$ cat src/xrg_pkg.sv
// xrg_pkg: shared types, codes and constants of the xorshift128 generator.
// Used by xrg_front, xrg_back and the top level; depends on nothing.
`default_nettype none

package xrg_pkg;

    localparam int unsigned QUEUE_DEPTH = 2;

    localparam logic [2:0] ACT_RAW   = 3'd0;
    localparam logic [2:0] ACT_INT   = 3'd1;
    localparam logic [2:0] ACT_BELOW = 3'd2;
    localparam logic [2:0] ACT_RANGE = 3'd3;
    localparam logic [2:0] ACT_FRAC  = 3'd4;
    localparam logic [2:0] ACT_BOOL  = 3'd5;

    localparam logic [31:0] INIT_A = 32'd0;
    localparam logic [31:0] INIT_B = 32'd842502087;
    localparam logic [31:0] INIT_C = 32'd357987591;
    localparam logic [31:0] INIT_D = 32'd273326509;
    localparam logic [30:0] LOW31  = 31'h7FFF_FFFF;

    localparam int unsigned SHIFT_A = 11;
    localparam int unsigned SHIFT_D = 19;
    localparam int unsigned SHIFT_T = 8;

    localparam logic [5:0] BITS_FULL = 6'd32;

    typedef enum logic [2:0] {
        OP_RAW,
        OP_INT,
        OP_BELOW,
        OP_RANGE,
        OP_WIDE,
        OP_FRAC,
        OP_BOOL,
        OP_NONE
    } t_op;

    typedef struct packed {
        t_op         op;
        logic        bad;
        logic        neg;
        logic [31:0] lo;
        logic [31:0] opnd;
    } t_cmd;

    typedef enum logic [1:0] {
        S_IDLE,
        S_DRAW,
        S_MUL,
        S_OUT
    } t_state;

endpackage

`default_nettype wire

$ cat src/xrg_front.sv
// xrg_front: decodes each item into a command and holds it in a small queue.
// Depends on xrg_pkg.
`default_nettype none

module xrg_front #(
    parameter int unsigned P_DEPTH = xrg_pkg::QUEUE_DEPTH
) (
    input  wire logic          i_clk,
    input  wire logic          i_rst_n,
    input  wire logic          push,
    output logic               full,
    input  wire logic [2:0]    i_action,
    input  wire logic [31:0]   i_lower_bound,
    input  wire logic [31:0]   i_upper_bound,
    output logic               o_q_valid,
    output xrg_pkg::t_cmd      o_q_cmd,
    input  wire logic          i_q_pop
);

    localparam int unsigned PTR_W = (P_DEPTH > 1) ? $clog2(P_DEPTH) : 1;
    localparam int unsigned CNT_W = $clog2(P_DEPTH + 1);

    xrg_pkg::t_cmd    cmd;
    logic [31:0]      diff32;
    logic [32:0]      diff33;
    logic [32:0]      mag33;

    xrg_pkg::t_cmd    r_mem [P_DEPTH];
    logic [PTR_W-1:0] r_wptr, n_wptr;
    logic [PTR_W-1:0] r_rptr, n_rptr;
    logic [CNT_W-1:0] r_count, n_count;
    logic             wr, rd;

    always_comb begin
        diff32   = i_upper_bound - i_lower_bound;
        diff33   = {i_upper_bound[31], i_upper_bound} - {i_lower_bound[31], i_lower_bound};
        mag33    = diff33[32] ? (~diff33 + 33'd1) : diff33;
        cmd.op   = xrg_pkg::OP_NONE;
        cmd.bad  = 1'b0;
        cmd.neg  = 1'b0;
        cmd.lo   = i_lower_bound;
        cmd.opnd = '0;
        unique case (i_action)
            xrg_pkg::ACT_RAW:   cmd.op = xrg_pkg::OP_RAW;
            xrg_pkg::ACT_INT:   cmd.op = xrg_pkg::OP_INT;
            xrg_pkg::ACT_BELOW: begin
                cmd.op   = xrg_pkg::OP_BELOW;
                cmd.bad  = i_upper_bound[31] || (i_upper_bound == 32'd0);
                cmd.opnd = i_upper_bound;
            end
            xrg_pkg::ACT_RANGE: begin
                if (!diff32[31]) begin
                    cmd.op   = xrg_pkg::OP_RANGE;
                    cmd.opnd = diff32;
                end else begin
                    cmd.op   = xrg_pkg::OP_WIDE;
                    cmd.neg  = diff33[32];
                    cmd.opnd = mag33[31:0];
                end
            end
            xrg_pkg::ACT_FRAC:  cmd.op = xrg_pkg::OP_FRAC;
            xrg_pkg::ACT_BOOL:  cmd.op = xrg_pkg::OP_BOOL;
            default:            cmd.op = xrg_pkg::OP_NONE;
        endcase
    end

    assign full      = (r_count == CNT_W'(P_DEPTH));
    assign o_q_valid = (r_count != '0);
    assign o_q_cmd   = r_mem[r_rptr];
    assign wr        = push && !full;
    assign rd        = i_q_pop && o_q_valid;

    always_comb begin
        n_wptr  = r_wptr;
        n_rptr  = r_rptr;
        n_count = r_count;
        if (wr) begin
            n_wptr = (r_wptr == PTR_W'(P_DEPTH - 1)) ? '0 : r_wptr + PTR_W'(1);
        end
        if (rd) begin
            n_rptr = (r_rptr == PTR_W'(P_DEPTH - 1)) ? '0 : r_rptr + PTR_W'(1);
        end
        if (wr && !rd) begin
            n_count = r_count + CNT_W'(1);
        end else if (rd && !wr) begin
            n_count = r_count - CNT_W'(1);
        end
    end

    always_ff @(posedge i_clk) begin
        if (!i_rst_n) begin
            r_wptr  <= '0;
            r_rptr  <= '0;
            r_count <= '0;
        end else begin
            r_wptr  <= n_wptr;
            r_rptr  <= n_rptr;
            r_count <= n_count;
        end
    end

    always_ff @(posedge i_clk) begin
        if (wr) begin
            r_mem[r_wptr] <= cmd;
        end
    end

endmodule

`default_nettype wire

$ cat src/xrg_back.sv
// xrg_back: generator words, draw/multiply sequencer and the result register.
// Depends on xrg_pkg; takes commands from xrg_front.
`default_nettype none

module xrg_back (
    input  wire logic          i_clk,
    input  wire logic          i_rst_n,
    input  wire logic          i_seed_we,
    input  wire logic [31:0]   i_seed_wdata,
    input  wire logic          i_q_valid,
    input  wire xrg_pkg::t_cmd i_q_cmd,
    output logic               o_q_pop,
    output logic               empty,
    input  wire logic          pop,
    output logic [31:0]        o_value,
    output logic               o_bad_bound
);

    xrg_pkg::t_state r_state, n_state;
    xrg_pkg::t_cmd   r_cmd;
    logic [31:0]     r_a, r_b, r_c, r_d;
    logic [31:0]     r_bits, n_bits;
    logic [5:0]      r_bits_used, n_bits_used;
    logic [31:0]     r_w, n_w;
    logic [63:0]     r_prod;
    logic            r_out_valid;
    logic [31:0]     r_value, n_value;
    logic            r_bad;

    logic [31:0] step_t, new_d, mul_a;
    logic        out_free, start, need_draw, retry, do_draw, load_out;

    assign out_free = !r_out_valid || pop;
    assign step_t   = r_a ^ (r_a << xrg_pkg::SHIFT_A);
    assign new_d    = r_d ^ (r_d >> xrg_pkg::SHIFT_D) ^ step_t ^ (step_t >> xrg_pkg::SHIFT_T);
    assign need_draw = (r_cmd.op != xrg_pkg::OP_NONE)
                    && ((r_cmd.op != xrg_pkg::OP_BOOL) || r_bits_used[5]);
    assign retry    = (r_cmd.op == xrg_pkg::OP_INT) && (new_d[30:0] == xrg_pkg::LOW31);

    always_comb begin
        n_state = r_state;
        unique case (r_state)
            xrg_pkg::S_IDLE: if (i_q_valid && out_free) n_state = xrg_pkg::S_DRAW;
            xrg_pkg::S_DRAW: if (!retry) n_state = xrg_pkg::S_MUL;
            xrg_pkg::S_MUL:  n_state = xrg_pkg::S_OUT;
            xrg_pkg::S_OUT:  n_state = xrg_pkg::S_IDLE;
            default:         n_state = xrg_pkg::S_IDLE;
        endcase
    end

    always_comb begin
        start    = 1'b0;
        do_draw  = 1'b0;
        load_out = 1'b0;
        unique case (r_state)
            xrg_pkg::S_IDLE: start    = i_q_valid && out_free;
            xrg_pkg::S_DRAW: do_draw  = need_draw;
            xrg_pkg::S_MUL:  ;
            xrg_pkg::S_OUT:  load_out = 1'b1;
            default:         ;
        endcase
    end

    assign o_q_pop = start;

    always_comb begin
        n_w         = new_d;
        n_bits      = r_bits;
        n_bits_used = r_bits_used;
        if (r_cmd.op == xrg_pkg::OP_BOOL) begin
            if (r_bits_used[5]) begin
                n_bits      = new_d;
                n_bits_used = 6'd1;
            end else begin
                n_bits      = r_bits >> 1;
                n_bits_used = r_bits_used + 6'd1;
            end
            n_w = n_bits;
        end
    end

    assign mul_a = (r_cmd.op == xrg_pkg::OP_WIDE) ? r_w : {1'b0, r_w[30:0]};

    always_comb begin
        unique case (r_cmd.op)
            xrg_pkg::OP_RAW:   n_value = r_w;
            xrg_pkg::OP_INT,
            xrg_pkg::OP_FRAC:  n_value = {1'b0, r_w[30:0]};
            xrg_pkg::OP_BELOW: n_value = r_cmd.bad ? 32'd0 : r_prod[62:31];
            xrg_pkg::OP_RANGE: n_value = r_cmd.lo + r_prod[62:31];
            xrg_pkg::OP_WIDE:  n_value = r_cmd.neg ? (r_cmd.lo - r_prod[63:32])
                                                   : (r_cmd.lo + r_prod[63:32]);
            xrg_pkg::OP_BOOL:  n_value = {31'd0, r_w[0]};
            default:           n_value = 32'd0;
        endcase
    end

    always_ff @(posedge i_clk) begin
        if (!i_rst_n) begin
            r_state     <= xrg_pkg::S_IDLE;
            r_a         <= xrg_pkg::INIT_A;
            r_b         <= xrg_pkg::INIT_B;
            r_c         <= xrg_pkg::INIT_C;
            r_d         <= xrg_pkg::INIT_D;
            r_bits      <= '0;
            r_bits_used <= xrg_pkg::BITS_FULL;
            r_out_valid <= 1'b0;
        end else begin
            r_state <= n_state;
            if (i_seed_we) begin
                r_a <= i_seed_wdata;
                r_b <= xrg_pkg::INIT_B;
                r_c <= xrg_pkg::INIT_C;
                r_d <= xrg_pkg::INIT_D;
            end else if (do_draw) begin
                r_a <= r_b;
                r_b <= r_c;
                r_c <= r_d;
                r_d <= new_d;
            end
            if (r_state == xrg_pkg::S_DRAW) begin
                r_bits      <= n_bits;
                r_bits_used <= n_bits_used;
            end
            if (load_out) begin
                r_out_valid <= 1'b1;
            end else if (pop) begin
                r_out_valid <= 1'b0;
            end
        end
    end

    always_ff @(posedge i_clk) begin
        if (start) begin
            r_cmd <= i_q_cmd;
        end
        if (r_state == xrg_pkg::S_DRAW) begin
            r_w <= n_w;
        end
        if (r_state == xrg_pkg::S_MUL) begin
            r_prod <= {32'd0, mul_a} * {32'd0, r_cmd.opnd};
        end
        if (load_out) begin
            r_value <= n_value;
            r_bad   <= (r_cmd.op == xrg_pkg::OP_BELOW) && r_cmd.bad;
        end
    end

    assign empty       = !r_out_valid;
    assign o_value     = r_value;
    assign o_bad_bound = r_bad;

endmodule

`default_nettype wire

$ cat src/xorshift128_random_generator.sv
// Flow: push writes the queue, then the back end runs each item through its draw,
// multiply and result states; an int31 draw with bits 30:0 all ones is redrawn.
// One item at a time, once the result is free; 32x32 multiplier, one step per draw.
// Reset: synchronous active low; words load the default seed, bit buffer empty.
// Top level of the xorshift128 generator; depends on xrg_pkg, xrg_front, xrg_back.
`default_nettype none

module xorshift128_random_generator #(
    parameter int unsigned P_QUEUE_DEPTH = xrg_pkg::QUEUE_DEPTH
) (
    input  wire logic          i_clk,
    input  wire logic          i_rst_n,
    input  wire logic          i_seed_we,
    input  wire logic [31:0]   i_seed_wdata,
    input  wire logic          push,
    output logic               full,
    input  wire logic [2:0]    i_action,
    input  wire logic [31:0]   i_lower_bound,
    input  wire logic [31:0]   i_upper_bound,
    output logic               empty,
    input  wire logic          pop,
    output logic [31:0]        o_value,
    output logic               o_bad_bound
);

    logic          q_valid;
    logic          q_pop;
    xrg_pkg::t_cmd q_cmd;

    xrg_front #(
        .P_DEPTH (P_QUEUE_DEPTH)
    ) u_front (
        .i_clk         (i_clk),
        .i_rst_n       (i_rst_n),
        .push          (push),
        .full          (full),
        .i_action      (i_action),
        .i_lower_bound (i_lower_bound),
        .i_upper_bound (i_upper_bound),
        .o_q_valid     (q_valid),
        .o_q_cmd       (q_cmd),
        .i_q_pop       (q_pop)
    );

    xrg_back u_back (
        .i_clk        (i_clk),
        .i_rst_n      (i_rst_n),
        .i_seed_we    (i_seed_we),
        .i_seed_wdata (i_seed_wdata),
        .i_q_valid    (q_valid),
        .i_q_cmd      (q_cmd),
        .o_q_pop      (q_pop),
        .empty        (empty),
        .pop          (pop),
        .o_value      (o_value),
        .o_bad_bound  (o_bad_bound)
    );

endmodule

`default_nettype wire

$ cat config.mk
export PLATFORM = sky130hd
export DESIGN_NAME = xorshift128_random_generator
export DESIGN_NICKNAME = d
export VERILOG_FILES = /design/src/xrg_pkg.sv /design/src/xrg_front.sv /design/src/xrg_back.sv /design/src/xorshift128_random_generator.sv
export SDC_FILE = /design/constraint.sdc
export NUM_CORES = 2
export LEC_CHECK = 0
export ABC_AREA = 0
export BUFFER_PORTS_ARGS = -buffer_cell sky130_fd_sc_hd__buf_2
export CAP_MARGIN = 10
export CORE_MARGIN = 4
export CORE_UTILIZATION = 59
export CTS_CLUSTER_SIZE = 8
export DETAILED_ROUTE_END_ITERATION = 10
export PLACE_DENSITY = 0.79
export SYNTH_ARGS = -nofsm -noshare
export SYNTH_HDL_FRONTEND = slang
export SYNTH_HIERARCHICAL = 1
export SYNTH_SLANG_ARGS = --single-unit
$ cat constraint.sdc
create_clock -name i_clk -period 8.6 [get_ports i_clk]
set_input_delay 0.43 -clock i_clk [delete_from_list [all_inputs] [get_ports i_clk]]
set_output_delay 0.43 -clock i_clk [all_outputs]
set_load 0.02 [all_outputs]
==> impl_metrics.py <==
metrics = {
    "global_routing": {
        "grt_pass1_vias": 46160,
        "top_usage_layer": "met2",
        "grt_pass1_wl_um": 264800,
        "met3_usage": 0.06852,
        "antenna_found_initial": 8,
        "grt_max_degree": 100,
        "grt-ovfl-total": 0,
        "track_usage": 0.3331,
        "use_met2": 0.5271,
        "grtUsageMet1": 0.4433,
    },
    "sta": {
        "slew_viol_final": 0,
        "fin_crit_sh": 0.9728,
        "setup_viol": 0,
        "period_needed_ns": 8.366,
        "finClkSkew_ns": 0.04003,
        "fmax_mhz": 119.5,
        "max_slew.worst_pin.slew_ns": 1.241,
        "finalHoldViolations": 0,
        "fin_setup_tns_ns": 0,
        "holdWs_ns": 0.04252,
        "slew_headroom": 0.1642,
    },
    "cts": {
        "worstSkewPairLatency_ns": 0.63,
        "clkSlewWorstSetupHoldPaths_ns": 0.07,
        "clk_path_buf_depth": 3,
        "cts_buffers": 70,
        "root_buffer": "clkbuf_16",
        "cts_hold_buf": 0,
        "cts.sinks": 478,
        "htree_levels": 3,
        "tritoncts": "done",
    },
    "worst_setup_path": {
        "slowest_stage": "edfxtp_1",
        "crit_family": "adder cells",
        "crit_type": "register to register",
        "crit_buf_inv": 2,
        "end_kind": "register",
        "cp_data_required_time_ns": 8.95,
        "crit_chain": "and2_1, fa_1, fa_1, inv_1, fa_1, fa_1, fa_1, inv_1, fa_1, fa_1, fa_1, ha_1, nand4_2, or4_4, or3_1, o32ai_2, o21bai_2, a31oi_4, nand2_2, a221o_1, xnor2_1",
        "worst_path_most_repeated_cell": "fa_1",
        "r2r_end": "u_back/r_prod[62]",
        "crit_arrival_ns": 8.71,
        "setup.worst_path.start_class": "register",
        "cp_max_fo": 18,
        "rr_startpoint": "u_back/r_cmd[12]",
        "critPathMaxStageDelay_ns": 0.87,
        "ff2ff_setup_slack_ns": 0.23,
        "ff2ff_path_depth": 21,
    },
    "synthesis": {
        "synthDistinctLibCells": 92,
        "synthArstFlopShare": 0,
        "synth_top_area_frac": 0.3106,
        "synth-simple-area-share": 0.1711,
        "synth_edf_count": 305,
        "synth_top_area_cell": "fa_1",
        "synth_xor_area_frac": 0.03985,
        "ys_seq_area_frac": 0.2184,
        "synth_top_family_by_area": "adder cells",
        "synth_area_um2": 57810,
        "synth_top_flop_cell": "edfxtp_1",
        "ys_ff_latch": 478,
        "syn_nets": 7482,
        "synth_cells": 6148,
        "yosys-mux-area-fraction": 0.01539,
        "syn_avg_cell_area_um2": 9.402,
        "yosys.area_share.adder": 0.3827,
        "yosysWarnings": 6,
        "synth_compound_area_frac": 0.08784,
        "ys_top_cells_by_area": "fa_1 (31%), edfxtp_1 (16%), ha_1 (7.2%), and2_1 (6.6%), inv_1 (6.1%)",
    },
    "floorplan": {
        "initial_core_util": 0.5960,
        "die_h_um": 321.0,
        "row_count": 114,
        "io_pins": 139,
        "dieArea_um2": 103000,
        "fp.coreArea_um2": 96990,
        "die_w_um": 321.0,
    },
    "detailed_routing": {
        "drt-initial-drc-count": 4408,
        "wire_per_inst_um": 22.75,
        "ant_nets": 0,
        "drcViolationCount": 0,
        "firstDrtPassIters": 6,
        "vias": 44680,
        "detail_route.wirelength_um": 170000,
        "drt-vias-per-instance": 5.980,
    },
    "final_layout": {
        "syn_to_final_growth_pct": 7.613,
        "fin_area_um2": 62210,
        "fin_util": 0.6413,
        "final_cell_mix": "inv_1 (944), fa_1 (897), nand2_1 (836)",
        "n_fill_cell": 7692,
        "layout-drive-gt1-share": 0.08444,
        "layout_commonest_cell": "inv_1",
        "nets": 7504,
    },
    "place": {
        "portBuffers": 138,
        "dpl.hpwl_um": 132000,
        "place_area_um2": 60050,
        "gp_congestion": 1.045,
    },
    "run": {
        "drv_cap": 0,
    },
    "min_path": {
        "min_path_cells": 1,
        "holdPathEnd": "u_front/r_mem[0][58]",
        "hold_path_class": "input pin to register",
        "hold_start": "i_lower_bound[26]",
    },
    "outcome": {
        "outcome": "finished clean",
    },
}
## Yosys cell counts, drive strengths merged (7+ instances only)
| master | instances |
|---|---|
| xor2 | 102 |
| fa | 897 |
| o221ai | 33 |
| or3 | 16 |
| nor4 | 28 |
| nand2b | 17 |
| mux2i | 9 |
| a22oi | 31 |
| o21a | 13 |
| buf | 23 |
| dfxtp | 173 |
| o31ai | 15 |
| nand2 | 838 |
| nand3b | 7 |
| a21o | 48 |
| o21ai | 184 |
| edfxtp | 305 |
| clkbuf | 336 |
| nor3 | 42 |
| a211oi | 19 |
| nor2b | 53 |
| nor2 | 186 |
| a31oi | 23 |
| o41ai | 8 |
| a41oi | 7 |
| ha | 333 |
| and2 | 609 |
| mux2 | 71 |
| inv | 944 |
| xnor2 | 161 |
| and3 | 38 |
| a21boi | 11 |
| a21oi | 296 |
| o21bai | 21 |
| or2 | 16 |
| nand4 | 36 |
| o211ai | 27 |
| nand3 | 87 |
## worst max-delay path by stage
stage	startpoint	endpoint	slack [ns]	cells past startpoint
floorplan	u_back/r_cmd[66]	u_back/r_prod[57]	0.41	30
global placement	u_back/r_cmd[11]	u_back/r_prod[62]	0.30	22
detailed placement	u_back/r_cmd[5]	u_back/r_prod[62]	0.23	25
CTS	u_back/r_cmd[5]	u_back/r_prod[62]	0.18	25
global route	u_back/r_cmd[5]	u_back/r_prod[58]	-0.01	25
finish	u_back/r_cmd[12]	u_back/r_prod[62]	0.23	21
## area by class of cell
cell class,instances,area (um2),area share
Multi-Input combinational cell,4367,40340,0.6485
Tap cell,1276,1597,0.02567
Clock buffer,88,1862,0.02993
Timing Repair Buffer,309,2107,0.03387
Inverter,944,3543,0.05696
Clock inverter,8,126.4,0.002031
Antenna cell,2,5.005,0.00008046
Sequential cell,478,12620,0.2029
## registers in the layout (all words and copies together) (netlist names), named ones only
| register | count |
|---|---|
| u_front/r_mem | 138 |
| u_front/r_rptr | 1 |
| u_back/r_w | 32 |
| u_back/r_a | 32 |
| u_back/r_d | 32 |
| u_back/r_b | 32 |
| u_back/r_prod | 33 |
| u_back/o_value | 32 |
| u_back/r_bits | 31 |
| u_front/r_wptr | 1 |
| u_back/r_state | 2 |
| u_back/o_bad_bound | 1 |
| u_back/r_c | 32 |
| u_back/r_bits_used | 6 |
| u_front/r_count | 2 |
| u_back/r_out_valid | 1 |
| u_back/r_cmd | 69 |
## cells by family after synthesis
logic type               Yosys count
AO/OA/AOI/OAI                    800
XOR/XNOR                         263
adder cells (fa/ha/maj)         1230
buffers and inverters           1303
flip-flops                       478
multiplexers                      80
AND/OR/NAND/NOR                 1994
## layer usage
metal	routed length, um	vias up
li1	-	19500
met1	65410	22330
met2	77290	2321
met3	17370	518
met4	9846	6
met5	79	-
## metrics by stage
| stage | cells | worst slack [ns] |
|---|---|---|
| finish | 7472 | 0.2342 |
| global route | 7471 | -0.01235 |
| CTS | 7457 | 0.1834 |
| detailed placement | 7361 | 0.2267 |
| global placement | 7361 | 0.3016 |
| floorplan | 6148 | 0.4060 |
## timing repair
action | in CTS | in global routing
gates resized for setup | 0 | 1
buffers inserted | 0 | 13
setup endpoints to repair | 0 | 12
## worst reg2reg max path, stage by stage (launching register included)
cell      delay (ns)
edfxtp_1        0.87
and2_1          0.28
fa_1            0.46
fa_1            0.52
inv_1           0.06
fa_1            0.56
fa_1            0.44
fa_1            0.54
inv_1           0.05
fa_1            0.50
fa_1            0.57
fa_1            0.45
ha_1            0.46
nand4_2         0.21
or4_4           0.56
or3_1           0.33
o32ai_2         0.24
o21bai_2        0.16
a31oi_4         0.30
nand2_2         0.07
a221o_1         0.33
xnor2_1         0.13
Power is not shown: default switching activity piles up to over one toggle a cycle in this logic, so the estimate is an artifact.
